`src/ssfe_pkg.sv`:
```
`timescale 1ns / 1ps
package ssfe_pkg;

   localparam int CSR_AW = 3;
   localparam int CSR_DW = 32;
   localparam int CNT_W = 6;
   localparam int SQRT_STEPS = 32;
   localparam int DIV_STEPS = 64;
   localparam logic [62:0] ENERGY_MAX = {63{1'b1}};

   typedef enum logic [CSR_AW-1:0] {
      CSR_RADIUS0      = 3'd0,
      CSR_START_TIME   = 3'd1,
      CSR_SHRINK_RATE  = 3'd2,
      CSR_STRENGTH     = 3'd3,
      CSR_CURRENT_TIME = 3'd4
   } csr_idx_type;

   typedef enum logic [3:0] {
      MUL_NONE, MUL_RATE, MUL_XX, MUL_YY, MUL_ZZ, MUL_RR, MUL_SD, MUL_DD,
      MUL_FXL, MUL_FXH, MUL_FYL, MUL_FYH, MUL_FZL, MUL_FZH, MUL_ELO, MUL_EHI
   } mul_op_type;

   typedef enum logic [4:0] {
      S_IDLE, S_RAD, S_SQX, S_SQY, S_SQZ, S_RR, S_RR_WAIT, S_CMP, S_SQRT,
      S_SD, S_DD, S_DIV, S_FXL, S_FXH, S_FYL, S_FYH, S_FZL, S_FZH, S_ACC,
      S_ELO, S_EHI, S_EWAIT, S_FIN
   } state_type;

   typedef struct packed {
      mul_op_type mul_op;
      logic       load_item;
      logic       sqrt_init;
      logic       sqrt_step;
      logic       div_step;
      logic       latch_outside;
      logic       accum;
      logic       out_load;
   } cmd_type;

   typedef struct packed {
      logic outside;
      logic last;
   } status_type;

   // Opposite-signed, saturated increment from its 48-bit magnitude: negated when the coordinate is positive.
   function automatic logic [31:0] sat_incr(input logic [47:0] m, input logic p_pos);
      logic [31:0] v;
      if (p_pos) begin
         v = (m >= 48'h0000_8000_0000) ? 32'h8000_0000 : (~m[31:0] + 32'd1);
      end else begin
         v = (m >= 48'h0000_7FFF_FFFF) ? 32'h7FFF_FFFF : m[31:0];
      end
      return v;
   endfunction

endpackage

```
`src/ssfe_ctrl.sv`:
```
`timescale 1ns / 1ps
module ssfe_ctrl import ssfe_pkg::*; (
   input  logic       clock,
   input  logic       reset,
   input  logic       req_valid,
   output logic       req_ready,
   output logic       rsp_valid,
   input  logic       rsp_ready,
   input  status_type status,
   output cmd_type    cmd
);

   state_type        state_ff, state_in;
   logic [CNT_W-1:0] cnt_ff, cnt_in;
   logic             rsp_valid_ff, rsp_valid_in;
   logic             slot_free;

   assign slot_free = !rsp_valid_ff || rsp_ready;

   always_ff @(posedge clock) begin
      if (reset) begin
         state_ff     <= S_IDLE;
         cnt_ff       <= '0;
         rsp_valid_ff <= 1'b0;
      end else begin
         state_ff     <= state_in;
         cnt_ff       <= cnt_in;
         rsp_valid_ff <= rsp_valid_in;
      end
   end

   always_comb begin
      cnt_in = (state_ff == S_SQRT || state_ff == S_DIV) ? cnt_ff + CNT_W'(1) : '0;
   end

   always_comb begin
      state_in = state_ff;
      unique case (state_ff)
         S_IDLE:    if (req_valid) state_in = S_RAD;
         S_RAD:     state_in = S_SQX;
         S_SQX:     state_in = S_SQY;
         S_SQY:     state_in = S_SQZ;
         S_SQZ:     state_in = S_RR;
         S_RR:      state_in = S_RR_WAIT;
         S_RR_WAIT: state_in = S_CMP;
         S_CMP: begin
            priority if (status.outside) state_in = S_SQRT;
            else if (status.last)        state_in = S_ELO;
            else                         state_in = S_FIN;
         end
         S_SQRT:    if (cnt_ff == CNT_W'(SQRT_STEPS - 1)) state_in = S_SD;
         S_SD:      state_in = S_DD;
         S_DD:      state_in = S_DIV;
         S_DIV:     if (cnt_ff == CNT_W'(DIV_STEPS - 1)) state_in = S_FXL;
         S_FXL:     state_in = S_FXH;
         S_FXH:     state_in = S_FYL;
         S_FYL:     state_in = S_FYH;
         S_FYH:     state_in = S_FZL;
         S_FZL:     state_in = S_FZH;
         S_FZH:     state_in = S_ACC;
         S_ACC:     state_in = status.last ? S_ELO : S_FIN;
         S_ELO:     state_in = S_EHI;
         S_EHI:     state_in = S_EWAIT;
         S_EWAIT:   state_in = S_FIN;
         S_FIN:     if (slot_free) state_in = S_IDLE;
         default:   state_in = S_IDLE;
      endcase
   end

   always_comb begin
      cmd = '0;
      cmd.mul_op = MUL_NONE;
      req_ready = 1'b0;
      unique case (state_ff)
         S_IDLE: begin
            req_ready     = 1'b1;
            cmd.load_item = req_valid;
         end
         S_RAD: cmd.mul_op = MUL_RATE;
         S_SQX: cmd.mul_op = MUL_XX;
         S_SQY: cmd.mul_op = MUL_YY;
         S_SQZ: cmd.mul_op = MUL_ZZ;
         S_RR:  cmd.mul_op = MUL_RR;
         S_CMP: begin
            cmd.latch_outside = 1'b1;
            cmd.sqrt_init     = 1'b1;
         end
         S_SQRT: cmd.sqrt_step = 1'b1;
         S_SD:   cmd.mul_op = MUL_SD;
         S_DD:   cmd.mul_op = MUL_DD;
         S_DIV:  cmd.div_step = 1'b1;
         S_FXL:  cmd.mul_op = MUL_FXL;
         S_FXH:  cmd.mul_op = MUL_FXH;
         S_FYL:  cmd.mul_op = MUL_FYL;
         S_FYH:  cmd.mul_op = MUL_FYH;
         S_FZL:  cmd.mul_op = MUL_FZL;
         S_FZH:  cmd.mul_op = MUL_FZH;
         S_ACC:  cmd.accum = 1'b1;
         S_ELO:  cmd.mul_op = MUL_ELO;
         S_EHI:  cmd.mul_op = MUL_EHI;
         S_FIN:  cmd.out_load = slot_free;
         default: cmd.mul_op = MUL_NONE;
      endcase
   end

   always_comb begin
      rsp_valid_in = cmd.out_load ? 1'b1 : (rsp_ready ? 1'b0 : rsp_valid_ff);
   end

   assign rsp_valid = rsp_valid_ff;

endmodule

```
`config.mk`:
```
export PLATFORM = sky130hd
export DESIGN_NAME = ssfe_ctrl
export DESIGN_NICKNAME = d
export VERILOG_FILES = /design/src/ssfe_pkg.sv /design/src/ssfe_ctrl.sv
export SDC_FILE = /design/constraint.sdc
export NUM_CORES = 1
export LEC_CHECK = 0
export ABC_AREA = 1
export ABC_CLOCK_PERIOD_IN_PS = 2800
export BUFFER_PORTS_ARGS = -buffer_cell sky130_fd_sc_hd__buf_2
export CAP_MARGIN = 20
export CORE_MARGIN = 5
export CORE_UTILIZATION = 57
export CTS_CLUSTER_SIZE = 10
export DETAILED_ROUTE_END_ITERATION = 10
export PLACE_DENSITY = 0.92
export SLEW_MARGIN = 20
export SYNTH_ARGS = -nofsm -noshare
export SYNTH_HDL_FRONTEND = slang
export SYNTH_SLANG_ARGS = --single-unit
```
`constraint.sdc`:
```
create_clock -name clock -period 2.8 [get_ports clock]
set_clock_uncertainty 0.05 [all_clocks]
set_input_delay 0.56 -clock clock [delete_from_list [all_inputs] [get_ports clock]]
set_output_delay 0.56 -clock clock [all_outputs]
set_load 0.03 [all_outputs]
```
==> flow_metrics.tcl <==
set metrics [dict create \
    holdCritPathClass "flop to flop" \
    die_x_um 50.4 \
    rsz0062_at_grt "false" \
    seqPwrFrac_pct 41.4 \
    register_area_um2 240 \
    critPathCaptureType "output pin" \
    synth_nets 162 \
    leakagePower_uw 0.000510 \
    synth_commonest_cells "nand2_1, nor2_1, nand3_1" \
    clockBufferDepth 2 \
    worst_hold_slack_ns 0.420 \
    grt_usage_pct 20.3 \
    grt_overflow 0 \
    hold_viol 0 \
    use_met3_pct 2.07 \
    worst_slew_pin_slew_ns 0.564 \
    core_mm2 0.00152 \
    swShare_pct 37.7 \
    synth_top_cell_by_area "dfxtp_1" \
    ant_nets 0 \
    synth_cells 155 \
    cts_resized 0 \
    syn_area_um2 932 \
    htree_num_levels 1 \
    fin_tns_setup_ns 0 \
    routed_wl_mm 2.45 \
    synthTopCellsByArea "dfxtp_1, nand2_1, nand3_1" \
    r2r_slack_ns 1.01 \
    drc_errors 0 \
    grt_pass1_vias 977 \
    num_io_pins 19 \
    yosysWarnings 0 \
    finalCritPeriodShare_pct 88.4 \
    grt_antenna_before_repair 0 \
    hold_buffers 0 \
    final_nets 178 \
    synth-edff-count 0 \
    arrival_ns 1.87 \
    whs_path_depth 1 \
    dp_hpwl_mm 1.95 \
    p_total_uw 479 \
    relSlewSlack_pct 62.4 \
    routedWlPerCell_um 13.2 \
    synth_flop_cell "dfxtp_1" \
    synth.top_cell.area_share_pct 25.8 \
    drtIter0Drc 38 \
    via_per_inst 5.81 \
    die_h_um 50.4 \
    maxCapViolCount 0 \
    start_util_pct 61.2 \
    setup_violations 0 \
    multi_input_area_um2 572 \
    rows 14 \
    clkLatencyLatePin_ns 0.27 \
    cts_buffers 3 \
    setup.worst_path.class "flop to output pin" \
    p_per_area_mw_per_mm2 463 \
    clk_pin_slew_ns 0.07 \
    async_reset_ff_share_pct 0 \
    grt.busiest_layer "met2" \
    p_comb_share_pct 30.1 \
    ys_ff_latch 12 \
    use_met1_pct 25.8 \
    synth.yosys.seq_area_share_pct 25.8 \
    ys_types 24 \
    areaGrowthSynthToFinish_pct 10.9 \
    ir_drop_mv 0.337 \
    port_buffers 18 \
    drtPass1Iterations 4 \
    grt_pass1_wl_mm 4.07 \
    worstPathMaxFanout 11 \
    cp_data_required_time_ns 2.19 \
    grt_util_met2_pct 32.0 \
    r2r.worst_path.cells 8 \
    cts_tree "done" \
    setup_slack_ns 0.324 \
    clock-sinks 12 \
    status "completed" \
    vias 1081 \
    fill_cells 144 \
    diodes 0 \
    place_ws_ns 0.640 \
    drive_gt1_share_pct 20.6 \
    min_period_ns 2.48 \
    gp_congestion 0.968 \
    timing.fmax_mhz 404 \
    setup.worst_path.start_class "flop" \
    maxSlewViolCount 0 \
    avgSynthCellArea_um2 6.01 \
    clockPowerShare_pct 28.6 \
    grt_max_degree 18 \
    yosysMostFrequentCell "nand2_1" \
    die-area_mm2 0.00254 \
    post_cts_buffers 0 \
    p_switching_uw 181 \
    internal-power_uw 298 \
    root_buffer "clkbuf_4" \
]
-- power groups by stage --
stage / combinational, uW / clock [uW] / sequential (uW)
floorplan: 118 / 0 / 187
CTS: 142 / 140 / 197
finish: 144 / 137 / 198
global route: 155 / 151 / 200
global placement: 142 / 0 / 200
detailed placement: 142 / 0 / 202
-- cells in the final DEF (no fill, tap or decap), types with 2 or more instances in the layout --
cell,n
clkbuf_4,3
o21ai_0,2
nor2_4,2
buf_2,18
nor2_1,23
nand4_1,9
nor3_1,7
nor2_2,2
dfxtp_1,12
inv_1,16
inv_2,4
nand2_2,3
a21oi_1,7
nand3_1,21
nand2_1,31
-- worst paths after layout --
check                                start                       end
setup / recovery  state_ff[2]$_SDFFE_PP0P_                    cmd[7]
hold / removal        cnt_ff[0]$_SDFF_PP0_      cnt_ff[0]$_SDFF_PP0_
setup reg to reg  state_ff[4]$_SDFFE_PP0P_  state_ff[2]$_SDFFE_PP0P_
hold reg to reg       cnt_ff[0]$_SDFF_PP0_      cnt_ff[0]$_SDFF_PP0_
-- sequential cells by signal, indices dropped and copies added (netlist names) --
| name | count |
|---|---|
| state_ff | 5 |
| rsp_valid | 1 |
| cnt_ff | 6 |
-- critical path, stage by stage, from the launching register on --
cell and delay (ns):
dfxtp_1 0.60, inv_2 0.15, nor2_4 0.16, nand3_1 0.18, nand3_1 0.15, nor2_1 0.06
o221ai_1 0.06, buf_2 0.23
-- final cells by class --
| class | instances | area share [%] |
|---|---|---|
| Multi-Input combinational cell | 116 | 55.3 |
| Sequential cell | 12 | 23.2 |
| Timing Repair Buffer | 18 | 8.72 |
| Inverter | 20 | 7.26 |
| Clock buffer | 4 | 3.51 |
| Tap cell | 16 | 1.94 |
-- cell families (layout without fill, tap and decap cells) --
| kind of cell | after synthesis | count (layout) | synth area share [%] |
|---|---|---|---|
| AO/OA/AOI/OAI | 15 | 15 | 9.66 |
| buffers and inverters | 27 | 42 | 12.9 |
| AND/OR/NAND/NOR | 100 | 100 | 50.3 |
| adder cells (fa/ha/maj) | 1 | 1 | 1.34 |
| flip-flops | 12 | 12 | 25.8 |
-- per-layer routing --
| layer | vias to the layer above | part of all wire (%) |
|---|---|---|
| met5 | - | 0 |
| met4 | 0 | 4.0 |
| met3 | 13 | 6.4 |
| met2 | 43 | 47 |
| met1 | 483 | 43 |
| li1 | 542 | - |
-- through the flow --
step | instance area, um2 | std cells | util [%]
floorplan | 932 | 155 | -
global placement | 997 | 182 | 65.4
detailed placement | 997 | 182 | 65.4
CTS | 1030 | 186 | 67.8
global route | 1030 | 186 | 67.8
finish | 1030 | 186 | 67.8
(Power assumes the default switching activity.)
